### config.mk
export PLATFORM = sky130hd
export DESIGN_NAME = svn_ram
export DESIGN_NICKNAME = d
export VERILOG_FILES = /design/src/design/assert_macros.svh /design/src/design/svn_ram.sv
export SDC_FILE = /design/constraint.sdc
export NUM_CORES = 1
export LEC_CHECK = 0
export BUFFER_PORTS_ARGS = -buffer_cell sky130_fd_sc_hd__buf_4
export CAP_MARGIN = 30
export CORE_ASPECT_RATIO = 0.6
export CORE_MARGIN = 1.5
export CORE_UTILIZATION = 64
export CTS_BUF_LIST = sky130_fd_sc_hd__clkbuf_2
export CTS_CLUSTER_SIZE = 10
export DETAILED_ROUTE_END_ITERATION = 16
export GPL_TIMING_DRIVEN = 0
export PLACE_DENSITY = 0.85
export SYNTH_ARGS = -nofsm -noshare
export SYNTH_HDL_FRONTEND = slang
export SYNTH_SLANG_ARGS = --single-unit
### constraint.sdc
create_clock -name clk -period 3.7 [get_ports clk]
set_clock_uncertainty 0.2 [all_clocks]
set_input_delay 0 -clock clk [delete_from_list [all_inputs] [get_ports clk]]
set_output_delay 0 -clock clk [all_outputs]
set_load 0.02 [all_outputs]
### src/design/assert_macros.svh
// Assertion macros used by the smooth vertex normal top level.
`ifndef ASSERT_MACROS_SVH
`define ASSERT_MACROS_SVH
// Property checked on every rising clock edge outside of reset.
`define SVN_ASSERT(lbl, prop, msg) \
	lbl: assert property (@(posedge clk) disable iff (!arst_n) prop) else $error(msg);
// Condition that must never be true outside of reset.
`define SVN_ASSERT_NEVER(lbl, expr, msg) `SVN_ASSERT(lbl, !(expr), msg)
`endif

### src/design/svn_ram.sv
// Generic single write port, single read port RAM with registered read data.
module svn_ram #(
	parameter int WIDTH = 8,
	parameter int DEPTH = 16
) (
	input  logic                     clk,
	input  logic                     wr_en,
	input  logic [$clog2(DEPTH)-1:0] wr_addr,
	input  logic [WIDTH-1:0]         wr_data,
	input  logic                     rd_en,
	input  logic [$clog2(DEPTH)-1:0] rd_addr,
	output logic [WIDTH-1:0]         rd_data
);

	logic [WIDTH-1:0] mem [DEPTH];
	logic [WIDTH-1:0] rd_data_q;

	always_ff @(posedge clk) begin
		if (wr_en) begin
			mem[wr_addr] <= wr_data;
		end
		if (rd_en) begin
			rd_data_q <= mem[rd_addr];
		end
	end

	assign rd_data = rd_data_q;

endmodule

==> qor.yml <==
route:
  routed_wl_mm: 10.5
  drc: 0
  drtIter0Drc: 320
  vias: 2746
  first_pass_iters: 5
  drtAntennaViolNets: 0
  viasPerCell: 6.26
  avgRoutedWirePerCell_um: 23.9
die:
  die_x_um: 120
  dieArea_um2: 8740
  initial_core_util_pct: 66.3
  core_area_um2: 7880
  fp-row-count: 25
  die_h_um: 73.0
  io_pins: 27
clock_network:
  path_clk_slew_ps: 180
  tritoncts: "yes"
  htreeDepth: 4
  clk_path_buf_depth: 2
  cts_buffers: 17
  ctsResizeCount: 0
  numClockSinks: 136
  clkLatencyLatePin_ps: 680
  cts_root_buf: "clkbuf_2"
  post_cts_buffers: 0
yosys:
  synth_cells: 229
  syn-mean-instance-area_um2: 22.8
  synth_compound_area_share_pct: 2.30
  synthSimpleGateAreaFrac_pct: 3.14
  yosysSeqAreaShare_pct: 78.1
  synth_top_family_by_area: "multiplexers"
  synthMuxAreaShare_pct: 14.8
  synth_seq_cells: 136
  synth-xor-area-share_pct: 0
  syn_area_um2: 5230
  synth_nets: 248
  synth_cell_type_count: 18
  ys_warn_count: 0
  synthAdderAreaFrac_pct: 0
power:
  finalPower_mw: 2.61
  pwr_density_cell_nw_per_um2: 425
  leakagePower_nw: 2.08
  power.switching_mw: 0.610
  switching_share_pct: 23.4
  peakVddDrop_uv: 351
  p_comb_share_pct: 8.3
  clockPowerShare_pct: 25.0
  p_seq_share_pct: 66.8
  intPower_mw: 2.00
grt:
  grt_max_degree: 17
  grt_pass1_vias: 2735
  antenna_found_initial: 0
  overflow: 0
  track_usage_pct: 27.1
  grt_pass1_wl_mm: 15.9
sta:
  setup-tns-final_ps: 0
  fmax_mhz: 303
  finalMaxSlewViolations: 0
  period_share_pct: 89.3
  rsz0062_at_grt: "no"
  finalHoldViolCount: 0
  setup_viol_count_final: 0
  maxSlewHeadroom_pct: 36.3
  worst_slew_pin_slew_ps: 953
  fin_crit_ps: 3300
worst_setup_path:
  path_buf_inv: 3
  cp_common_cell: "dlygate4sd3_1"
  crit_arrival_ps: 3550
  crit_path_start_kind: "flop"
  end_kind: "flop"
  crit_type: "reg -> reg"
  crit_family: "buffers and inverters"
  critPathMaxStageDelay_ps: 590
  cp_slowest_cell: "dlygate4sd3_1"
  cp_data_required_time_ps: 3950
  crit_chain: "mux4_2, dlygate4sd3_1, a22oi_1, dlygate4sd3_1, nand2_1, dlygate4sd3_1"
  crit_path_max_fanout: 1
placed_design:
  routabilityCongestion: 0.765
  hpwl_mm: 6.30
  port_buffers: 25
  place_area_um2: 5570
worst_hold_path:
  hold_class: "in -> reg"
outcome:
  status: "completed"
flow_run:
  maxCapViolCount: 0
layout:
  final_layout_size_suffix_gt1_share_pct: 26.3
  synthToLayoutAreaGrowth_pct: 17.4
  nets: 337
  num_antenna_cells: 0
  n_fill_cell: 443
  fin_area_um2: 6130
## what timing repair did
| action | 4_1_cts | 5_1_grt |
|---|---|---|
| setup endpoints to repair | 0 | 0 |
| endpoints found under the hold margin | 272 | 0 |
| hold buffers | 39 | 0 |
## power by group through the flow
stage / Clock (mW) / Combinational (mW) / Sequential (mW)
floorplan: 0 / 0.0876 / 1.78
CTS: 0.654 / 0.211 / 1.74
global route: 0.731 / 0.230 / 1.75
global placement: 0 / 0.171 / 1.77
finish: 0.652 / 0.216 / 1.74
detailed placement: 0 / 0.176 / 1.78
## cells in the final DEF, fill, tap and decap left out, types with 2 or more instances in the layout
cell / instances
dlygate4sd3_1: 39
nor2_1: 13
buf_6: 3
clkinv_2: 6
buf_4: 28
a22oi_1: 16
nand3b_1: 2
mux4_2: 18
nor3_1: 4
buf_2: 7
clkbuf_2: 19
edfxtp_1: 136
clkdlybuf4s25_2: 3
nand2_1: 9
nand2b_1: 2
clkinvlp_4: 2
mux4_1: 14
clkinv_1: 5
## stage by stage
step | hold WS [ps] | instances | setup WS [ps] | util (%)
after global placement | 99.8 | 362 | 1370 | 70.4
after floorplan | -101 | 229 | 2010 | -
after CTS | 39.2 | 437 | 533 | 77.6
after detailed placement | 113 | 366 | 1690 | 70.7
after global routing | 42.8 | 439 | 305 | 77.8
final | 83.3 | 439 | 395 | 77.8
## sequential cells by signal (all words and copies together), names as in the netlist
| name | cells |
|---|---|
| rd_data | 8 |
| mem | 128 |
## path summary, 6_finish.rpt
path	from	to	slack, ps	depth (start not counted)
worst max-delay path	mem[0][7]	rd_data[7]	400	6
worst min-delay path	wr_addr[0]	mem[0][4]	80	3
worst max register to register	mem[0][7]	rd_data[7]	400	6
worst min register to register	mem[12][5]	rd_data[5]	580	3
## cells in the mapped netlist
cell             instances  share of area, %
edfxtp_1               136                78
mux4_2                  18               7.8
a22oi_1                 16               2.3
mux4_1                  14               7.0
nor2_1                  13              0.93
nand2_1                  9              0.65
nor3_1                   4              0.38
buf_2                    3              0.29
buf_6                    3              0.65
clkdlybuf4s25_2          3              0.57
nand2b_1                 2              0.24
nand3b_1                 2              0.29
and2_1                   1              0.12
and2b_1                  1              0.14
buf_4                    1              0.14
nand3_1                  1             0.096
nor2b_1                  1              0.12
or3b_2                   1              0.17
## layer usage
layer / up-vias / track usage [%] / part of all wire (%)
met3: 20 / 7.50 / 9.6
met2: 156 / 40.4 / 47
met4: 0 / 8.60 / 1.5
li1: 1165 / - / -
met5: - / 0 / 0
met1: 1405 / 40.3 / 42
## kinds of logic (layout without fill, tap and decap cells)
group,after synthesis,count (layout)
AOI/OAI and AO/OA,16,16
DFF,136,136
and+or+nand+nor,35,35
muxes,32,32
buffers and inverters,10,112
## cell type report
class	instances	area, µm²	area share [%]
Timing Repair Buffer	70	613	9.99
Clock inverter	13	63.8	1.04
Tap cell	108	135	2.20
Sequential cell	136	4080	66.6
Clock buffer	19	95.1	1.55
Multi-Input combinational cell	83	1060	17.2
Buffer	10	86.3	1.41
## worst reg2reg max path, stage by stage, from the launching register on
cell and delay (ps):
edfxtp_1 420, mux4_2 480, dlygate4sd3_1 590, a22oi_1 180, dlygate4sd3_1 570, nand2_1 60
dlygate4sd3_1 570
Note: power is estimated with default switching activity, not from simulation.
