`config.mk`:
```
export PLATFORM = sky130hd
export DESIGN_NAME = svn_norm
export DESIGN_NICKNAME = d
export VERILOG_FILES = /design/src/design/assert_macros.svh /design/src/design/svn_pkg.sv /design/src/design/svn_norm.sv
export SDC_FILE = /design/constraint.sdc
export NUM_CORES = 2
export LEC_CHECK = 0
export BUFFER_PORTS_ARGS = -buffer_cell sky130_fd_sc_hd__buf_2
export CORE_MARGIN = 2
export CORE_UTILIZATION = 35
export CTS_CLUSTER_DIAMETER = 80
export DETAILED_ROUTE_END_ITERATION = 8
export HOLD_SLACK_MARGIN = 0.08
export PLACE_DENSITY_LB_ADDON = 0.08
export SYNTH_ARGS = -nofsm -noshare
export SYNTH_HDL_FRONTEND = slang
export SYNTH_SLANG_ARGS = --single-unit
```
`constraint.sdc`:
```
create_clock -name clk -period 9.8 [get_ports clk]
set_input_delay 2.94 -clock clk [delete_from_list [all_inputs] [get_ports clk]]
set_output_delay 2.94 -clock clk [all_outputs]
set_load 0.01 [all_outputs]
```
`src/design/assert_macros.svh`:
```
// Assertion macros used by the smooth vertex normal top level.
`ifndef ASSERT_MACROS_SVH
`define ASSERT_MACROS_SVH
// Property checked on every rising clock edge outside of reset.
`define SVN_ASSERT(lbl, prop, msg) \
	lbl: assert property (@(posedge clk) disable iff (!arst_n) prop) else $error(msg);
// Condition that must never be true outside of reset.
`define SVN_ASSERT_NEVER(lbl, expr, msg) `SVN_ASSERT(lbl, !(expr), msg)
`endif

```
`src/design/svn_pkg.sv`:
```
// Package with the types, constants and helpers of the smooth vertex normal generator.
package svn_pkg;

	localparam int IDX_W              = 10;
	localparam int POS_W              = 16;
	localparam int NORM_W             = 16;
	localparam int SUM_W              = 48;
	localparam int VERTEX_COUNT_DEF   = 1024;
	localparam int POSITION_BITS_DEF  = 16;
	localparam logic [14:0] UNIT_Q14  = 15'd16384;

	localparam logic signed [63:0] SUM_MAX64 = 64'sh0000_7FFF_FFFF_FFFF;
	localparam logic signed [63:0] SUM_MIN64 = 64'shFFFF_8000_0000_0000;

	typedef enum logic [1:0] {
		KIND_LOAD  = 2'd0,
		KIND_TRI   = 2'd1,
		KIND_QUERY = 2'd2
	} kind_t;

	typedef struct packed {
		kind_t                    kind;
		logic [IDX_W-1:0]         vertex_id;
		logic signed [POS_W-1:0]  pos_x;
		logic signed [POS_W-1:0]  pos_y;
		logic signed [POS_W-1:0]  pos_z;
		logic [IDX_W-1:0]         corner_a;
		logic [IDX_W-1:0]         corner_b;
		logic [IDX_W-1:0]         corner_c;
	} cmd_t;

	typedef struct packed {
		logic [IDX_W-1:0]         out_vertex;
		logic signed [NORM_W-1:0] norm_x;
		logic signed [NORM_W-1:0] norm_y;
		logic signed [NORM_W-1:0] norm_z;
		logic                     zero_sum;
		logic                     sum_clipped;
	} result_t;

	typedef struct packed {
		logic                     done;
		logic                     zero;
		logic signed [NORM_W-1:0] nx;
		logic signed [NORM_W-1:0] ny;
		logic signed [NORM_W-1:0] nz;
	} norm_out_t;

	typedef struct packed {
		logic signed [SUM_W-1:0] value;
		logic                    clip;
	} sat_t;

	typedef enum logic [3:0] {
		ST_CLEAR,
		ST_IDLE,
		ST_T_RA,
		ST_T_RB,
		ST_T_RC,
		ST_T_E2,
		ST_T_MUL,
		ST_T_SRD,
		ST_T_SADD,
		ST_Q_RD,
		ST_Q_START,
		ST_Q_WAIT
	} state_t;

	typedef enum logic [2:0] {
		N_IDLE,
		N_SCALE,
		N_SQ,
		N_ROOT,
		N_DSET,
		N_DIV,
		N_DONE
	} nstate_t;

	// Saturating add of a face normal component into a 48-bit sum.
	function automatic sat_t sat_add(logic signed [63:0] acc, logic signed [63:0] add);
		logic signed [63:0] s;
		sat_t r;
		s = acc + add;
		r.clip = 1'b0;
		if (s > SUM_MAX64) begin
			r.value = SUM_MAX64[SUM_W-1:0];
			r.clip  = 1'b1;
		end else if (s < SUM_MIN64) begin
			r.value = SUM_MIN64[SUM_W-1:0];
			r.clip  = 1'b1;
		end else begin
			r.value = s[SUM_W-1:0];
		end
		return r;
	endfunction

endpackage

```
`src/design/svn_norm.sv`:
```
// Iterative normalizer: scales a sum vector, takes its length and divides it to Q1.14.
module svn_norm (
	input  logic                               clk,
	input  logic                               arst_n,
	input  logic                               start,
	input  logic signed [svn_pkg::SUM_W-1:0]   sum_x,
	input  logic signed [svn_pkg::SUM_W-1:0]   sum_y,
	input  logic signed [svn_pkg::SUM_W-1:0]   sum_z,
	output svn_pkg::norm_out_t                 nout
);

	svn_pkg::nstate_t state_q, state_d;

	logic [svn_pkg::SUM_W-1:0]          mag_q [3];
	logic [2:0]                         neg_q;
	logic                               zero_q;
	logic [4:0]                         step_q;
	logic [59:0]                        prod_q;
	logic [62:0]                        rem_q;
	logic [62:0]                        res_q;
	logic [62:0]                        bit_q;
	logic [1:0]                         k_q;
	logic [45:0]                        num_q;
	logic [45:0]                        div_q;
	logic [14:0]                        quo_q;
	logic signed [svn_pkg::NORM_W-1:0]  comp_q [3];

	logic [svn_pkg::SUM_W-1:0] mx;
	logic [62:0]               trial;
	logic [29:0]               cur_mag;
	logic                      ge;
	logic [14:0]               quo_next;
	logic [14:0]               clamped;

	always_comb begin
		mx = mag_q[0];
		if (mag_q[1] > mx) begin
			mx = mag_q[1];
		end
		if (mag_q[2] > mx) begin
			mx = mag_q[2];
		end
		trial    = res_q + bit_q;
		cur_mag  = '0;
		case (k_q)
			2'd0:    cur_mag = mag_q[0][29:0];
			2'd1:    cur_mag = mag_q[1][29:0];
			2'd2:    cur_mag = mag_q[2][29:0];
			default: cur_mag = '0;
		endcase
		if (state_q == svn_pkg::N_SQ) begin
			case (step_q[1:0])
				2'd0:    cur_mag = mag_q[0][29:0];
				2'd1:    cur_mag = mag_q[1][29:0];
				2'd2:    cur_mag = mag_q[2][29:0];
				default: cur_mag = '0;
			endcase
		end
		ge       = num_q >= div_q;
		quo_next = {quo_q[13:0], ge};
		clamped  = (quo_next > svn_pkg::UNIT_Q14) ? svn_pkg::UNIT_Q14 : quo_next;
	end

	always_comb begin
		state_d = state_q;
		case (state_q)
			svn_pkg::N_IDLE: begin
				if (start) begin
					state_d = svn_pkg::N_SCALE;
				end
			end
			svn_pkg::N_SCALE: begin
				if (mx == '0) begin
					state_d = svn_pkg::N_DONE;
				end else if (mx[svn_pkg::SUM_W-1:30] == '0 && mx[29]) begin
					state_d = svn_pkg::N_SQ;
				end
			end
			svn_pkg::N_SQ: begin
				if (step_q == 5'd3) begin
					state_d = svn_pkg::N_ROOT;
				end
			end
			svn_pkg::N_ROOT: begin
				if (bit_q[0]) begin
					state_d = svn_pkg::N_DSET;
				end
			end
			svn_pkg::N_DSET: state_d = svn_pkg::N_DIV;
			svn_pkg::N_DIV: begin
				if (step_q == 5'd14) begin
					state_d = (k_q == 2'd2) ? svn_pkg::N_DONE : svn_pkg::N_DSET;
				end
			end
			svn_pkg::N_DONE: state_d = svn_pkg::N_IDLE;
			default: state_d = svn_pkg::N_IDLE;
		endcase
	end

	always_ff @(posedge clk or negedge arst_n) begin
		if (!arst_n) begin
			state_q <= svn_pkg::N_IDLE;
		end else begin
			state_q <= state_d;
		end
	end

	always_ff @(posedge clk) begin
		case (state_q)
			svn_pkg::N_IDLE: begin
				if (start) begin
					mag_q[0]  <= sum_x[svn_pkg::SUM_W-1] ? 48'(-sum_x) : 48'(sum_x);
					mag_q[1]  <= sum_y[svn_pkg::SUM_W-1] ? 48'(-sum_y) : 48'(sum_y);
					mag_q[2]  <= sum_z[svn_pkg::SUM_W-1] ? 48'(-sum_z) : 48'(sum_z);
					neg_q     <= {sum_z[svn_pkg::SUM_W-1], sum_y[svn_pkg::SUM_W-1],
						sum_x[svn_pkg::SUM_W-1]};
					comp_q[0] <= '0;
					comp_q[1] <= '0;
					comp_q[2] <= '0;
					zero_q    <= 1'b0;
				end
			end
			svn_pkg::N_SCALE: begin
				step_q <= '0;
				rem_q  <= '0;
				if (mx == '0) begin
					zero_q <= 1'b1;
				end else if (mx[svn_pkg::SUM_W-1:30] != '0) begin
					// A right shift one place at a time truncates like one wide shift.
					mag_q[0] <= mag_q[0] >> 1;
					mag_q[1] <= mag_q[1] >> 1;
					mag_q[2] <= mag_q[2] >> 1;
				end else if (!mx[29]) begin
					mag_q[0] <= mag_q[0] << 1;
					mag_q[1] <= mag_q[1] << 1;
					mag_q[2] <= mag_q[2] << 1;
				end
			end
			svn_pkg::N_SQ: begin
				prod_q <= 60'(cur_mag) * 60'(cur_mag);
				if (step_q != 5'd0) begin
					rem_q <= rem_q + 63'(prod_q);
				end
				step_q <= step_q + 5'd1;
				res_q  <= '0;
				bit_q  <= 63'd1 << 62;
			end
			svn_pkg::N_ROOT: begin
				if (rem_q >= trial) begin
					rem_q <= rem_q - trial;
					res_q <= (res_q >> 1) + bit_q;
				end else begin
					res_q <= res_q >> 1;
				end
				bit_q <= bit_q >> 2;
				k_q   <= '0;
			end
			svn_pkg::N_DSET: begin
				num_q  <= {2'b00, cur_mag, 14'd0} + 46'(res_q[31:1]);
				div_q  <= {res_q[31:0], 14'd0};
				quo_q  <= '0;
				step_q <= '0;
			end
			svn_pkg::N_DIV: begin
				if (ge) begin
					num_q <= num_q - div_q;
				end
				div_q  <= div_q >> 1;
				quo_q  <= quo_next;
				step_q <= step_q + 5'd1;
				if (step_q == 5'd14) begin
					comp_q[k_q] <= neg_q[k_q] ? -16'(signed'({1'b0, clamped}))
						: 16'(signed'({1'b0, clamped}));
					k_q <= k_q + 2'd1;
				end
			end
			default: begin
			end
		endcase
	end

	assign nout.done = (state_q == svn_pkg::N_DONE);
	assign nout.zero = zero_q;
	assign nout.nx   = comp_q[0];
	assign nout.ny   = comp_q[1];
	assign nout.nz   = comp_q[2];

endmodule

```
==> reports/qor.yml <==
grt:
  grt_use_total: 0.239
  grt_overflow: 0
  grt_pass1_vias: 57000
  grt_first_pass_wirelength_mm: 363
  grt_start_max_net_pins: 150
  antenna_found_initial: 2
clock_network:
  clk_latency_ps: 710
  cts_hold_buf: 0
  htree_levels: 3
  cts.sinks: 529
  cts_buffer_depth: 3
  clk_pin_slew_ps: 60
  root_buffer: "clkbuf_16"
  cts_tree: "done"
  cts_buffers: 76
critical_path:
  crit_path_start: "k_q[1]"
  path_buf_inv: 14
  setup.worst_path.end: "prod_q[52]"
  path_class: "flop to flop"
  worstSetupEndpointType: "flop"
  arrival_ps: 9910
  worstRegToRegCells: 37
  slowest_delay_ps: 540
  r2r-end: "prod_q[52]"
  required_ps: 10270
  timing.rr.start: "k_q[1]"
  reg2reg_slack_ps: 360
  slowest_stage: "fa_1"
  crit_fanout: 33
  cp_num_cells: 37
  path_common_cell: "inv_1"
  worstSetupStartpointType: "flop"
  critical_path.top_delay_family: "adder cells"
sta:
  grt_setup_unrepaired: "no"
  tightest_slew_ps: 1030
  slew_headroom: 0.313
  setup_viol: 0
  fin_skew_ps: 55.2
  report.final.slew_viol_count: 0
  min_period_ps: 9440
  fin_crit_sh: 0.963
  hold_viol_final: 0
  max_freq_mhz: 106
  hold-worst-slack_ps: 567
route:
  drtAntennaViolNets: 0
  vias_per_cell: 5.36
  drt_iter0_drc: 4212
  totalWireLength_mm: 241
  num_vias: 56300
  wl_per_cell_um: 22.9
  first_pass_iters: 9
  drc: 5
synthesis:
  syn_nets: 9068
  ys_ff_latch: 529
  seq_area_frac_synth: 0.231
  syn_inst: 7606
  ys_types: 99
  synth_edf_count: 526
  yosysWarnings: 0
  syn_area_sq_um: 68600
  syn_avg_cell_area_sq_um: 9.02
  async_reset_ff_frac: 0.00567
  synthFlopType: "edfxtp_1"
die:
  rows: 162
  core_sq_um: 195000
  die_h_um: 447
  die_area_sq_um: 200000
  initial_core_util: 0.352
  chipWidth_um: 447
  io_pins: 197
place:
  place_congestion: 0.893
  postPlaceCellArea_sq_um: 74100
  dpl.hpwl_mm: 193
  dp.cells: 10400
  io_buffers: 196
final_layout:
  final_util: 0.394
  num-fill-cells: 19900
  postLayoutCellArea_sq_um: 76800
  layout_common_cells: "1,087 x inv_1, 715 x nand2_1, 702 x fa_1"
  stdcell_count: 10500
  final_nets: 9283
  syn_to_final_growth_pct: 11.9
  layout_commonest_cell: "inv_1"
  drive_gt1_frac: 0.0896
hold_path:
  worstHoldPathType: "flop to flop"
outcome:
  violations: "design-rule violations"
  status: "finished with violations"
flow_run:
  max_cap_violations: 0
## stage by stage
step | setup slack (ps) | TNS, ps
floorplan | 332 | 0
global placement | -262 | -635
detailed placement | -313 | -890
CTS | 82.6 | 0
global route | 3.41 | 0
finish | 361 | 0
## worst min-delay path by stage
stage / startpoint / end / slack (ps) / cells past startpoint
after CTS: div_q[9] / div_q[8] / 570 / 2
final: div_q[9] / div_q[8] / 570 / 2
after global placement: div_q[10] / div_q[9] / 550 / 2
after floorplan: res_q[0] / div_q[14] / 530 / 2
after detailed placement: div_q[9] / div_q[8] / 550 / 2
after global routing: div_q[13] / div_q[12] / 590 / 2
## layer usage
layer	up-vias	track usage	routed length [um]
met1	28000	0.338	111000
met3	249	0.0289	10900
met2	1427	0.392	113000
met4	2	0.0490	5230
li1	26600	-	-
met5	-	0	20
## final cells by class
type	count	area [sq um]	area share
multi-input cells	5661	47600	0.620
flip-flops and latches	529	15900	0.207
inverters	1104	4160	0.0542
well taps	2624	3280	0.0427
repair buffers	449	3270	0.0425
clock buffers	81	1920	0.0250
clock inverters	57	674	0.00878
diodes	2	5.00	0.0000651
## Yosys cell counts (13+ instances only)
library cell / n / area [sq um]
xor2_1: 187 / 1640
a21o_1: 180 / 1350
o21a_1: 51 / 383
a222oi_1: 60 / 601
o41ai_1: 19 / 166
or4_1: 29 / 218
nand3_1: 81 / 405
nor2_1: 668 / 2510
buf_1: 28 / 105
and2_1: 52 / 325
nor4_1: 63 / 394
nand2b_1: 47 / 294
and4_1: 22 / 193
and3_1: 54 / 338
xnor2_1: 309 / 2710
fa_1: 703 / 14100
a31o_2: 19 / 166
nand4_1: 81 / 507
nand2_1: 719 / 2700
o31ai_1: 68 / 510
o211ai_1: 19 / 143
o21bai_1: 52 / 390
edfxtp_1: 526 / 15800
nor3_1: 72 / 360
a21boi_0: 22 / 165
a211oi_1: 55 / 413
a221oi_1: 13 / 114
nor2b_1: 46 / 288
a31oi_1: 109 / 682
inv_1: 1091 / 4100
o21ai_0: 454 / 2270
clkbuf_1: 256 / 961
o22a_1: 21 / 184
buf_2: 21 / 105
or2_2: 28 / 175
a21oi_1: 339 / 1700
ha_1: 612 / 7660
mux2i_1: 92 / 921
or3_1: 56 / 350
o22ai_1: 89 / 557
## registers in the layout, summed over array words and instances (netlist names)
name	cells
bit_q	32
num_q	46
neg_q	3
zero_q	1
k_q	2
state_q	3
res_q	63
step_q	5
comp_q	48
div_q	46
quo_q	14
mag_q	144
rem_q	63
prod_q	59
## worst min-delay path: stages (launching register included)
cell and delay [ps]:
edfxtp_1 320, inv_1 50, nor2_1 90
## timing repair
item                                    4_1_cts  5_1_grt
pin swaps                                     1        4
resized for setup                             2       29
setup buffers                                 1        6
endpoints found under the setup margin        6       21
## kinds of logic after synthesis
kind of cell,after synthesis,synth area share
DFF,529,0.231
and+or+nand+nor,2057,0.137
xor gates and xnor gates,496,0.0633
adders and majority gates,1315,0.317
muxes,97,0.0142
buffers and inverters,1416,0.0783
AOI/OAI and AO/OA,1696,0.159
Power is left out: the tool's default activity adds up to more than one toggle a clock period on the data nets, which glitch-free logic cannot reach.
